$ cat config.mk
export PLATFORM = sky130hd
export DESIGN_NAME = tile_to_raster_address_gen_core
export DESIGN_NICKNAME = d
export VERILOG_FILES = /design/src/hdl/trag_pkg.sv /design/src/hdl/trag_cfg.sv /design/src/hdl/trag_offset_pipe.sv /design/src/hdl/tile_to_raster_address_gen_core.sv
export SDC_FILE = /design/constraint.sdc
export NUM_CORES = 2
export LEC_CHECK = 0
export BUFFER_PORTS_ARGS = -buffer_cell sky130_fd_sc_hd__buf_2
export CORE_ASPECT_RATIO = 0.5
export CORE_MARGIN = 3
export CORE_UTILIZATION = 30
export DETAILED_ROUTE_END_ITERATION = 8
export PLACE_DENSITY = 0.44
export SYNTH_ARGS = -nofsm -noshare
export SYNTH_HDL_FRONTEND = slang
export SYNTH_SLANG_ARGS = --single-unit
$ cat constraint.sdc
create_clock -name aclk -period 33.3 [get_ports aclk]
set_input_delay 1.665 -clock aclk [delete_from_list [all_inputs] [get_ports aclk]]
set_output_delay 1.665 -clock aclk [all_outputs]
set_load 0.005 [all_outputs]
$ cat src/hdl/trag_pkg.sv
// Package for the tile-to-raster address generator.
// Register map, configuration and pipeline item types shared by all modules.
// No dependencies.
`default_nettype none

package trag_pkg;

    localparam int unsigned CFG_ADDR_W = 5;
    localparam int unsigned CFG_DATA_W = 32;

    localparam int unsigned BYTE_W     = 8;
    localparam int unsigned BW_W       = 16;
    localparam int unsigned BH_W       = 14;
    localparam int unsigned BLK_W      = 14;
    localparam int unsigned IMG_W      = 24;
    localparam int unsigned BAND_W     = 16;
    localparam int unsigned OFFSET_W   = 48;
    localparam int unsigned COL_W      = 30;
    localparam int unsigned ROW_W      = 28;
    localparam int unsigned PROD_W     = ROW_W + IMG_W;

    typedef enum logic [2:0] {
        REG_BLOCK_WIDTH  = 3'd0,
        REG_BLOCK_HEIGHT = 3'd1,
        REG_BLOCKS_ACROSS = 3'd2,
        REG_BLOCKS_DOWN  = 3'd3,
        REG_IMAGE_WIDTH  = 3'd4,
        REG_IMAGE_HEIGHT = 3'd5,
        REG_BAND_COUNT   = 3'd6
    } reg_idx_t;

    typedef struct packed {
        logic [BW_W-1:0]   block_width;
        logic [BH_W-1:0]   block_height;
        logic [BLK_W-1:0]  blocks_across;
        logic [BLK_W-1:0]  blocks_down;
        logic [IMG_W-1:0]  image_width;
        logic [IMG_W-1:0]  image_height;
        logic [BAND_W-1:0] band_count;
    } cfg_t;

    typedef struct packed {
        logic [BYTE_W-1:0] data_byte;
        logic              overrun;
        logic              done;
        logic [BAND_W-1:0] band;
        logic [BW_W-1:0]   byte_in_row;
        logic [BH_W-1:0]   row_in_block;
        logic [BLK_W-1:0]  block_col;
        logic [BLK_W-1:0]  block_row;
    } item_t;

    typedef struct packed {
        logic [BYTE_W-1:0]   pixel_byte;
        logic                keep;
        logic [OFFSET_W-1:0] band_offset;
        logic [BAND_W-1:0]   band_index;
        logic                image_done;
        logic                overrun;
    } res_t;

endpackage

`default_nettype wire

$ cat src/hdl/trag_cfg.sv
// Configuration register bank for the tile-to-raster address generator.
// APB-style write and read port; depends on trag_pkg.
`default_nettype none

module trag_cfg
    import trag_pkg::*;
(
    input  wire logic                  aclk,
    input  wire logic                  aresetn,
    input  wire logic                  psel,
    input  wire logic                  penable,
    input  wire logic                  pwrite,
    input  wire logic [CFG_ADDR_W-1:0] paddr,
    input  wire logic [CFG_DATA_W-1:0] pwdata,
    output logic      [CFG_DATA_W-1:0] prdata,
    output logic                       pready,
    output cfg_t                       cfg
);

    cfg_t     cfg_reg;
    cfg_t     cfg_next;
    reg_idx_t idx;
    logic     wr_en;

    assign pready = 1'b1;
    assign idx    = reg_idx_t'(paddr[CFG_ADDR_W-1:2]);
    assign wr_en  = psel && penable && pwrite && pready;
    assign cfg    = cfg_reg;

    always_comb begin
        cfg_next = cfg_reg;
        if (wr_en) begin
            unique case (idx)
                REG_BLOCK_WIDTH:   cfg_next.block_width   = pwdata[BW_W-1:0];
                REG_BLOCK_HEIGHT:  cfg_next.block_height  = pwdata[BH_W-1:0];
                REG_BLOCKS_ACROSS: cfg_next.blocks_across = pwdata[BLK_W-1:0];
                REG_BLOCKS_DOWN:   cfg_next.blocks_down   = pwdata[BLK_W-1:0];
                REG_IMAGE_WIDTH:   cfg_next.image_width   = pwdata[IMG_W-1:0];
                REG_IMAGE_HEIGHT:  cfg_next.image_height  = pwdata[IMG_W-1:0];
                REG_BAND_COUNT:    cfg_next.band_count    = pwdata[BAND_W-1:0];
                default: ;
            endcase
        end
    end

    always_comb begin
        unique case (idx)
            REG_BLOCK_WIDTH:   prdata = CFG_DATA_W'(cfg_reg.block_width);
            REG_BLOCK_HEIGHT:  prdata = CFG_DATA_W'(cfg_reg.block_height);
            REG_BLOCKS_ACROSS: prdata = CFG_DATA_W'(cfg_reg.blocks_across);
            REG_BLOCKS_DOWN:   prdata = CFG_DATA_W'(cfg_reg.blocks_down);
            REG_IMAGE_WIDTH:   prdata = CFG_DATA_W'(cfg_reg.image_width);
            REG_IMAGE_HEIGHT:  prdata = CFG_DATA_W'(cfg_reg.image_height);
            REG_BAND_COUNT:    prdata = CFG_DATA_W'(cfg_reg.band_count);
            default:           prdata = '0;
        endcase
    end

    always_ff @(posedge aclk) begin
        if (!aresetn) begin
            cfg_reg.block_width   <= BW_W'(1);
            cfg_reg.block_height  <= BH_W'(1);
            cfg_reg.blocks_across <= BLK_W'(1);
            cfg_reg.blocks_down   <= BLK_W'(1);
            cfg_reg.image_width   <= IMG_W'(1);
            cfg_reg.image_height  <= IMG_W'(1);
            cfg_reg.band_count    <= BAND_W'(1);
        end else begin
            cfg_reg <= cfg_next;
        end
    end

endmodule

`default_nettype wire

$ cat src/hdl/trag_offset_pipe.sv
// Offset pipeline: column and row products, raster offset product, crop compare.
// Four register stages moving together; depends on trag_pkg.
`default_nettype none

module trag_offset_pipe
    import trag_pkg::*;
(
    input  wire logic  aclk,
    input  wire logic  aresetn,
    input  wire cfg_t  cfg,
    input  wire logic  in_valid,
    output logic       in_ready,
    input  wire item_t in_item,
    output logic       out_valid,
    input  wire logic  out_ready,
    output res_t       out_res
);

    logic  adv;

    logic  v1_reg, v2_reg, v3_reg, vo_reg;
    item_t s1_reg;

    logic [BYTE_W-1:0] s2_byte_reg;
    logic              s2_ovr_reg;
    logic              s2_done_reg;
    logic [BAND_W-1:0] s2_band_reg;
    logic [COL_W-1:0]  s2_col_reg;
    logic [ROW_W-1:0]  s2_row_reg;

    logic [BYTE_W-1:0]   s3_byte_reg;
    logic                s3_ovr_reg;
    logic                s3_done_reg;
    logic [BAND_W-1:0]   s3_band_reg;
    logic                s3_keep_reg;
    logic [COL_W-1:0]    s3_col_reg;
    logic [OFFSET_W-1:0] s3_prod_reg;

    res_t res_reg;
    res_t res_next;

    logic [COL_W-1:0]  col_next;
    logic [ROW_W-1:0]  row_next;
    logic [PROD_W-1:0] prod_full;
    logic              keep_next;

    assign adv       = !vo_reg || out_ready;
    assign in_ready  = adv;
    assign out_valid = vo_reg;
    assign out_res   = res_reg;

    assign col_next  = COL_W'(s1_reg.block_col) * COL_W'(cfg.block_width)
                       + COL_W'(s1_reg.byte_in_row);
    assign row_next  = ROW_W'(s1_reg.block_row) * ROW_W'(cfg.block_height)
                       + ROW_W'(s1_reg.row_in_block);

    assign keep_next = !s2_ovr_reg
                       && (s2_col_reg < COL_W'(cfg.image_width))
                       && (s2_row_reg < ROW_W'(cfg.image_height));
    assign prod_full = PROD_W'(s2_row_reg) * PROD_W'(cfg.image_width);

    always_comb begin
        res_next.pixel_byte  = s3_byte_reg;
        res_next.keep        = s3_keep_reg;
        res_next.band_offset = s3_keep_reg
                               ? OFFSET_W'(s3_prod_reg + OFFSET_W'(s3_col_reg)) : '0;
        res_next.band_index  = s3_ovr_reg ? '0 : s3_band_reg;
        res_next.image_done  = s3_done_reg;
        res_next.overrun     = s3_ovr_reg;
    end

    always_ff @(posedge aclk) begin
        if (!aresetn) begin
            v1_reg <= 1'b0;
            v2_reg <= 1'b0;
            v3_reg <= 1'b0;
            vo_reg <= 1'b0;
        end else if (adv) begin
            v1_reg <= in_valid;
            v2_reg <= v1_reg;
            v3_reg <= v2_reg;
            vo_reg <= v3_reg;
        end
    end

    always_ff @(posedge aclk) begin
        if (adv) begin
            s1_reg      <= in_item;

            s2_byte_reg <= s1_reg.data_byte;
            s2_ovr_reg  <= s1_reg.overrun;
            s2_done_reg <= s1_reg.done;
            s2_band_reg <= s1_reg.band;
            s2_col_reg  <= col_next;
            s2_row_reg  <= row_next;

            s3_byte_reg <= s2_byte_reg;
            s3_ovr_reg  <= s2_ovr_reg;
            s3_done_reg <= s2_done_reg;
            s3_band_reg <= s2_band_reg;
            s3_keep_reg <= keep_next;
            s3_col_reg  <= s2_col_reg;
            s3_prod_reg <= prod_full[OFFSET_W-1:0];

            res_reg     <= res_next;
        end
    end

endmodule

`default_nettype wire

$ cat src/hdl/tile_to_raster_address_gen_core.sv
// Top level of the tile-to-raster address generator.
// Block counters and beat handshakes; depends on trag_pkg, trag_cfg and trag_offset_pipe.
//
// Usage:
//   s_axis: one beat per byte of the blocked image in file order, s_tdata[7:0].
//   m_axis: one beat per input beat, in order. m_tdata carries the byte,
//   its raster offset within its band and the band index; m_tuser carries
//   keep and overrun; m_tlast marks the final byte of the final band.
//   APB port: seven size registers at byte addresses 0 to 24, written while
//   no beat is in flight; a write does not clear the block counters.
// Throughput: one beat per cycle when not stalled; the four stages of
//   the offset pipeline (capture, column/row products, raster product,
//   final add) all move together, so one byte leaves for every byte taken.
// Stall: while a result waits in the output register with m_tready low, the
//   whole pipeline holds and s_tready is low.
// Reset: all counters clear, the finished latch clears, the pipeline
//   empties and every size register returns to one.
`default_nettype none

module tile_to_raster_address_gen_core
    import trag_pkg::*;
(
    input  wire logic                  aclk,
    input  wire logic                  aresetn,

    input  wire logic                  s_tvalid,
    output logic                       s_tready,
    input  wire logic [7:0]            s_tdata,   // [7:0] data_byte

    output logic                       m_tvalid,
    input  wire logic                  m_tready,
    output logic      [71:0]           m_tdata,   // [7:0] pixel_byte, [55:8] band_offset,
                                                  // [71:56] band_index
    output logic      [1:0]            m_tuser,   // [0] keep, [1] overrun
    output logic                       m_tlast,   // image_done

    input  wire logic                  psel,
    input  wire logic                  penable,
    input  wire logic                  pwrite,
    input  wire logic [CFG_ADDR_W-1:0] paddr,
    input  wire logic [CFG_DATA_W-1:0] pwdata,
    output logic      [CFG_DATA_W-1:0] prdata,
    output logic                       pready
);

    cfg_t  cfg;
    item_t item;
    res_t  res;
    logic  s_accept;
    logic  ovr;
    logic  done;

    logic [BW_W-1:0]   bib_reg,  bib_next;
    logic [BH_W-1:0]   rib_reg,  rib_next;
    logic [BLK_W-1:0]  bcol_reg, bcol_next;
    logic [BLK_W-1:0]  brow_reg, brow_next;
    logic [BAND_W-1:0] band_reg, band_next;
    logic              finished_reg, finished_next;

    logic wrap_byte, wrap_row, wrap_col, wrap_brow;

    trag_cfg u_cfg (
        .aclk    (aclk),
        .aresetn (aresetn),
        .psel    (psel),
        .penable (penable),
        .pwrite  (pwrite),
        .paddr   (paddr),
        .pwdata  (pwdata),
        .prdata  (prdata),
        .pready  (pready),
        .cfg     (cfg)
    );

    assign s_accept  = s_tvalid && s_tready;
    assign ovr       = finished_reg || (band_reg >= cfg.band_count);

    assign wrap_byte = ({1'b0, bib_reg}  + (BW_W+1)'(1))  >= {1'b0, cfg.block_width};
    assign wrap_row  = ({1'b0, rib_reg}  + (BH_W+1)'(1))  >= {1'b0, cfg.block_height};
    assign wrap_col  = ({1'b0, bcol_reg} + (BLK_W+1)'(1)) >= {1'b0, cfg.blocks_across};
    assign wrap_brow = ({1'b0, brow_reg} + (BLK_W+1)'(1)) >= {1'b0, cfg.blocks_down};

    always_comb begin
        bib_next      = bib_reg;
        rib_next      = rib_reg;
        bcol_next     = bcol_reg;
        brow_next     = brow_reg;
        band_next     = band_reg;
        finished_next = finished_reg;
        done          = 1'b0;
        if (s_accept && !ovr) begin
            if (!wrap_byte) begin
                bib_next = bib_reg + BW_W'(1);
            end else begin
                bib_next = '0;
                if (!wrap_row) begin
                    rib_next = rib_reg + BH_W'(1);
                end else begin
                    rib_next = '0;
                    if (!wrap_col) begin
                        bcol_next = bcol_reg + BLK_W'(1);
                    end else begin
                        bcol_next = '0;
                        if (!wrap_brow) begin
                            brow_next = brow_reg + BLK_W'(1);
                        end else begin
                            brow_next = '0;
                            band_next = band_reg + BAND_W'(1);
                            if ((band_next >= cfg.band_count) || (band_next == '0)) begin
                                done          = 1'b1;
                                finished_next = 1'b1;
                            end
                        end
                    end
                end
            end
        end
    end

    always_ff @(posedge aclk) begin
        if (!aresetn) begin
            bib_reg      <= '0;
            rib_reg      <= '0;
            bcol_reg     <= '0;
            brow_reg     <= '0;
            band_reg     <= '0;
            finished_reg <= 1'b0;
        end else begin
            bib_reg      <= bib_next;
            rib_reg      <= rib_next;
            bcol_reg     <= bcol_next;
            brow_reg     <= brow_next;
            band_reg     <= band_next;
            finished_reg <= finished_next;
        end
    end

    always_comb begin
        item.data_byte    = s_tdata;
        item.overrun      = ovr;
        item.done         = done;
        item.band         = band_reg;
        item.byte_in_row  = bib_reg;
        item.row_in_block = rib_reg;
        item.block_col    = bcol_reg;
        item.block_row    = brow_reg;
    end

    trag_offset_pipe u_pipe (
        .aclk      (aclk),
        .aresetn   (aresetn),
        .cfg       (cfg),
        .in_valid  (s_accept),
        .in_ready  (s_tready),
        .in_item   (item),
        .out_valid (m_tvalid),
        .out_ready (m_tready),
        .out_res   (res)
    );

    assign m_tdata = {res.band_index, res.band_offset, res.pixel_byte};
    assign m_tuser = {res.overrun, res.keep};
    assign m_tlast = res.image_done;

    a_overrun_clean: assert property (@(posedge aclk) disable iff (!aresetn)
        m_tvalid && m_tuser[1] |-> !m_tuser[0] && !m_tlast && (m_tdata[71:8] == '0))
        else $error("overrun beat carries keep, offset, band or done");

    a_finished_sticks: assert property (@(posedge aclk) disable iff (!aresetn)
        finished_reg |=> finished_reg)
        else $error("finished latch dropped without reset");

    a_stall_only_when_full: assert property (@(posedge aclk) disable iff (!aresetn)
        !s_tready |-> m_tvalid && !m_tready)
        else $error("input held off while output free");

    a_no_count_on_overrun: assert property (@(posedge aclk) disable iff (!aresetn)
        s_accept && ovr |=> $stable(band_reg) && $stable(bib_reg))
        else $error("counters moved on an overrun beat");

endmodule

`default_nettype wire

**After elaboration in Yosys (flattened, before gate mapping)**

Index checks and enable logic that the tools add are counted.
Widths: inputs -> output; s select.

- Register bits after elaboration: 549
- Bits in latches: 0
- Memory bits (writable): 0
- Memory bits (read-only): 0
- Input bits: 52
- Output and inout bits: 110
- Logic and storage cells: 105
- Memories kept: 0

- Add/subtract/negate cells: 12
- Multipliers: 3
- Div/mod/pow operators: 0
- $lt $le $gt $ge: 8
- Eq/ne operators: 6
- Shift-type cells: 0
- Mux-type cells: 6
- Bitwise operators: 0
- Reductions and logical operators: 26

Operator list:

| operator | count |
|---|---|
| $pmux 24 s7 | 1 |
| $add 48x30->48 | 1 |
| $mul 28x24->48 | 1 |
| $add 14x1->15 const B | 3 |
| $ge 15x14->1 | 3 |
| $add 14x1->14 const B | 3 |
| $mux 14 | 3 |
| $add 16x1->16 const B | 2 |
| $ge 16x16->1 | 2 |
| $add 30x16->30 | 1 |
| $lt 30x24->1 | 1 |
| $mul 14x16->30 | 1 |
| $add 28x14->28 | 1 |
| $lt 28x24->1 | 1 |
| $mul 14x14->28 | 1 |
| $add 16x1->17 const B | 1 |
| $ge 17x16->1 | 1 |
| $logic_not 16->1 | 1 |
| $mux 16 | 1 |
| $reduce_and 2->1 | 8 |
| $eq 3x3->1 const B | 3 |
| $eq 3x2->1 const B | 2 |
| $logic_and 1x1->1 | 6 |
| $reduce_and 6->1 | 1 |
| other kinds (8) | 12 |

**Longest topological paths before layout**

- Depth after elaboration: 5
- Depth in mapped cells: 27
- Gate-level depth less buffers: 26

**Modules after synthesis**

From an unflattened synthesis, not the netlist that was laid out.

- Cells, all modules: 6320
- Area total of the unflattened synthesis: 61581.6 µm²

Modules (own cells, without submodules):

| module | instances | cells an instance | area an instance (µm²) | seq. area each (µm²) |
|---|---|---|---|---|
| trag_offset_pipe | 1 | 4881 | 49183.4 | 10530.1 |
| tile_to_raster_address_gen_core | 1 | 870 | 6721.4 | 1501.4 |
| trag_cfg | 1 | 569 | 5676.7 | 2442.3 |

**Least setup slack after synthesis**

Ideal clock, no wire load.

- Path type: input port to flip-flop
- From: in m_tready
- To: reg band_reg[13]
- Setup time: 70 ps
- Arrival time: 12048 ps
- Data required time: 33230 ps
- Path slack: 21182 ps
- Cell stages on the path: 8
- Buffers on the path: 1
- Path through: nor2b_1 -> inv_1 -> nand2_1 -> a211oi_2 -> or4b_4 -> buf_6 -> or4_1 -> a21oi_1

- Word-level cells in the longest chain between the ends: 4

RTL lines:

| item | line | text |
|---|---|---|
| start, declared | tile_to_raster_address_gen_core.sv:31 | `input wire logic m_tready,` |
| $logic_or 1x1->1 | trag_offset_pipe.sv:47 | `assign adv = !vo_reg \|\| out_ready;` |
| named net s_tready | tile_to_raster_address_gen_core.sv:27 | `output logic s_tready,` |
| $logic_and 1x1->1 | tile_to_raster_address_gen_core.sv:75 | `assign s_accept = s_tvalid && s_tready;` |
| $logic_and 1x1->1 | tile_to_raster_address_gen_core.sv:91 | `if (s_accept && !ovr) begin` |
| $reduce_and 5->1 (no source line) | n/a |  |
| end signal, assigned | tile_to_raster_address_gen_core.sv:133 | `band_reg <= band_next;` |
| end, declared | tile_to_raster_address_gen_core.sv:57 | `logic [BAND_W-1:0] band_reg, band_next;` |

The timed path passes the listed nets, and every way through them passes these cells.
A chain may end at the register's enable or synchronous reset.

**Worst setup path in the final report**

- From: reg u_cfg.cfg_reg, in the netlist u_cfg.cfg[51]
- To: reg u_pipe.s3_prod_reg[47], data pin

- Word-level cells in the longest chain between the ends: 1

RTL lines:

| item | line | text |
|---|---|---|
| start, declared | trag_cfg.sv:20 | `cfg_t cfg_reg;` |
| start signal, assigned | trag_cfg.sv:69 | `cfg_reg <= cfg_next;` |
| $mul 28x24->48 | trag_offset_pipe.sv:60 | `assign prod_full = PROD_W'(s2_row_reg) * PROD_W'(cfg.image_width);` |
| named net u_pipe.prod_full[47] | trag_offset_pipe.sv:44 | `logic [PROD_W-1:0] prod_full;` |
| end signal, assigned | trag_offset_pipe.sv:103 | `s3_prod_reg <= prod_full[OFFSET_W-1:0];` |
| end, declared | trag_offset_pipe.sv:37 | `logic [OFFSET_W-1:0] s3_prod_reg;` |

The timed path passes the listed nets, and every way through them passes these cells.

==> summary.md <==
| Metric | Value |
|---|---|
| Leakage | `30.73 nW` |
| Seq cells post-synth | `549` |
| Syn avg cell area | `9.514 µm²` |
| Remaining antenna violation count | `0` |
| Vias per cell | `4.699` |
| CTS tree | `built` |
| DR pass1 iterations | `5` |
| Clk sink count | `549` |
| Initial DRC Count | `2691` |
| CTS clock-pin slew for the worst setup and hold paths | `0.07 ns` |
| # setup viols final | `0` |
| Final core utilization | `between 30% and 40%` |
| Post-CTS setup buffers | `0` |
| GRT overflow | `0` |
| Worst-path maximum fanout | `27` |
| Largest net degree at the start of global routing | `73` |
| Ys Warns | `0` |
| Dpl hpwl | `138400 µm` |
| Max VDD drop | `0.04861 mV` |
| Vias | `43030` |
| Cell row count | `116` |
| Post-synth EDFFs | `348` |
| Clock Tree Root | `clkbuf_16` |
| PD cells | `approximately 26 mW/mm²` |
| Period utilisation layout | `24.91%` |
| Die span in y | `324.7 µm` |
| Most frequent cells after synthesis | `inv_1 (1151), nand2_1 (992), fa_1 (902)` |
| Finished Cell Area | `between 0.06 and 0.07 mm²` |
| # hold bufs at CTS | `0` |
| Post-synth ARST share | `0%` |
| Number of buffers created by CTS | `59` |
| Tmin final | `~8.3 ns` |
| Port-buffer cells | `142` |
| Total of max-cap violations | `0` |
| Achievable clock frequency | `0.1205 GHz` |
| Initial antenna violation count | `15` |
| Final wirelength | `186600 µm` |
| Worst EP arrival | `between 8 and 9 ns` |
| DR WL/cell | `20.38 µm` |
| Yosys top cell area share | `between 20 and 30%` |
| RSZ-0062 raised after global routing | `no` |
| Initial Util | `between 30% and 40%` |
| Slew Limit Headroom | `33.47%` |
| Nets | `7853` |
| Distinct cell type count after synthesis | `83` |
| Kind of critical path | `reg -> reg` |
| Clk_lat worst skew | `0.74 ns` |
| Worst Setup Start Kind | `flip-flop` |
| Worst-Margin Slew | `0.9979 ns` |
| Routability Congestion | `0.8139` |
| IO Pins | `between 150 and 200` |
| H-tree levels | `2` |
| TNS Setup | `0 ns` |
| Cell Area, Synth | `just over 0.06 mm²` |
| Clock skew | `roughly 0.083 ns` |
| Drt drc | `0` |
| Area after DPL | `0.06454 mm²` |
| Die ar. | `0.2089 mm²` |
| Final Hold Fails | `0` |
| Yosys top cell by area | `fa_1` |
| Critical path capture point type | `flip-flop` |
| Main synth FF type | `edfxtp_1` |
| Largest cells by area after synthesis | `fa_1 (30%), edfxtp_1 (17%), ha_1 (10%)` |
| Post-Syn Instances | `6406` |
| Status | `completed` |
| Global-route wire length before repair | `~290000 µm` |
| Layout cells sized above 1 | `5.683%` |
| Post-CTS Resized | `0` |
| Area Growth Syn to Fin | `9.212%` |
| Max reg flops | `122` |
| Die width | `between 600 and 700 µm` |
| Vias in the first global route | `~45000` |
| Clock Path Buffers | `3` |
| Critical Path RT | `33.71 ns` |
| Tot Pwr | `1.715 mW` |
| Core Area | `0.2010 mm²` |
| Most frequent cell after synthesis | `inv_1` |
| Worst hold margin | `roughly 0.42 ns` |
| Seq/Total Area, Yosys | `23.75%` |
| Worst hold path class | `reg -> reg` |
| Total track usage | `~18%` |
| Max-slew violations | `0` |
==> placed cells by master, fill, tap and decap left out, types with 88 or more instances in the layout <==
master / netlist / final
inv_1: 1151 / 1149
nand2_1: 992 / 992
fa_1: 902 / 902
and2_1: 535 / 535
ha_1: 510 / 510
edfxtp_1: 348 / 348
a21oi_1: 307 / 307
dfxtp_1: 201 / 194
xnor2_1: 148 / 148
buf_2: 3 / 142
nor2_1: 113 / 112
o21ai_0: 106 / 106
a21o_1: 88 / 88
==> final timing paths <==
| kind | startpoint | end | slack (ns) | depth (start not counted) |
|---|---|---|---|---|
| min reg2reg | u_pipe.s3_byte_reg[7]$_DFFE_PN_ | u_pipe.out_res[74]$_DFFE_PN_ | 0.42 | 0 |
| max | u_cfg.cfg[51]$_SDFFE_PN0P_ | u_pipe.s3_prod_reg[47]$_DFFE_PN_ | 25.00 | 24 |
| min | u_pipe.s3_byte_reg[7]$_DFFE_PN_ | u_pipe.out_res[74]$_DFFE_PN_ | 0.42 | 0 |
| max reg2reg | u_cfg.cfg[51]$_SDFFE_PN0P_ | u_pipe.s3_prod_reg[47]$_DFFE_PN_ | 25.00 | 24 |
==> per-stage QoR <==
step	setup WS, ns	instances
2_1_floorplan	21.18	6413
3_3_place_gp	25.12	9042
3_5_place_dp	25.14	9042
4_1_cts	25.02	9154
5_1_grt	24.63	9156
6_report	25.00	9157
==> cell type report <==
type / instances / area, µm²
fillers: 20820 / 134500
multi-input cells: 4401 / 40980
flip-flops and latches: 549 / 14480
inverters: 1151 / 4330
well taps: 2714 / 3396
clock buffers: 70 / 1548
repair buffers: 227 / 1349
clock inverters: 42 / 465.4
diodes: 3 / 7.507
==> worst max-delay path, cell delays in order, from the launching register on <==
cell and delay (ns):
dfxtp_1 0.75, buf_4 0.53, nand2_1 0.13, fa_1 0.48
fa_1 0.56, inv_1 0.06, fa_1 0.50, inv_1 0.06
fa_1 0.53, inv_1 0.05, fa_1 0.46, fa_1 0.50
inv_1 0.05, fa_1 0.54, inv_1 0.06, ha_1 0.38
nand3_1 0.17, nor4_1 0.42, o211ai_1 0.41, a21oi_1 0.48
o211ai_1 0.18, o211ai_1 0.23, a41o_1 0.22, a21oi_1 0.07
xnor2_1 0.13
==> routing by layer <==
metal  up-vias  part of all wire, %  GRT usage, %
met5         -               0.0038             0
met4         2                  2.1         3.588
met3       174                  4.7         2.346
met2       938                   45         28.43
met1     21840                   49         26.12
li1      20070                    -             -
==> kinds of logic (layout without fill, tap and decap cells) <==
kind of cell	Yosys count	after routing	synth area share [%]
AO/OA/AOI/OAI	709	709	7.097
XOR/XNOR	231	231	3.320
adder cells (fa/ha/maj)	1412	1412	40.10
buffers and inverters	1463	1490	9.097
flip-flops	549	549	23.75
multiplexers	24	24	0.4168
other	2	12	0.01232
AND/OR/NAND/NOR	2016	2016	16.21
==> report_power, final <==
group | internal (mW) | switching (mW)
registers | 0.755 | 0.0347
clock network | 0.383 | 0.318
logic | 0.0707 | 0.154
total | 1.21 | 0.506
Note: power is estimated with default switching activity, not from simulation.
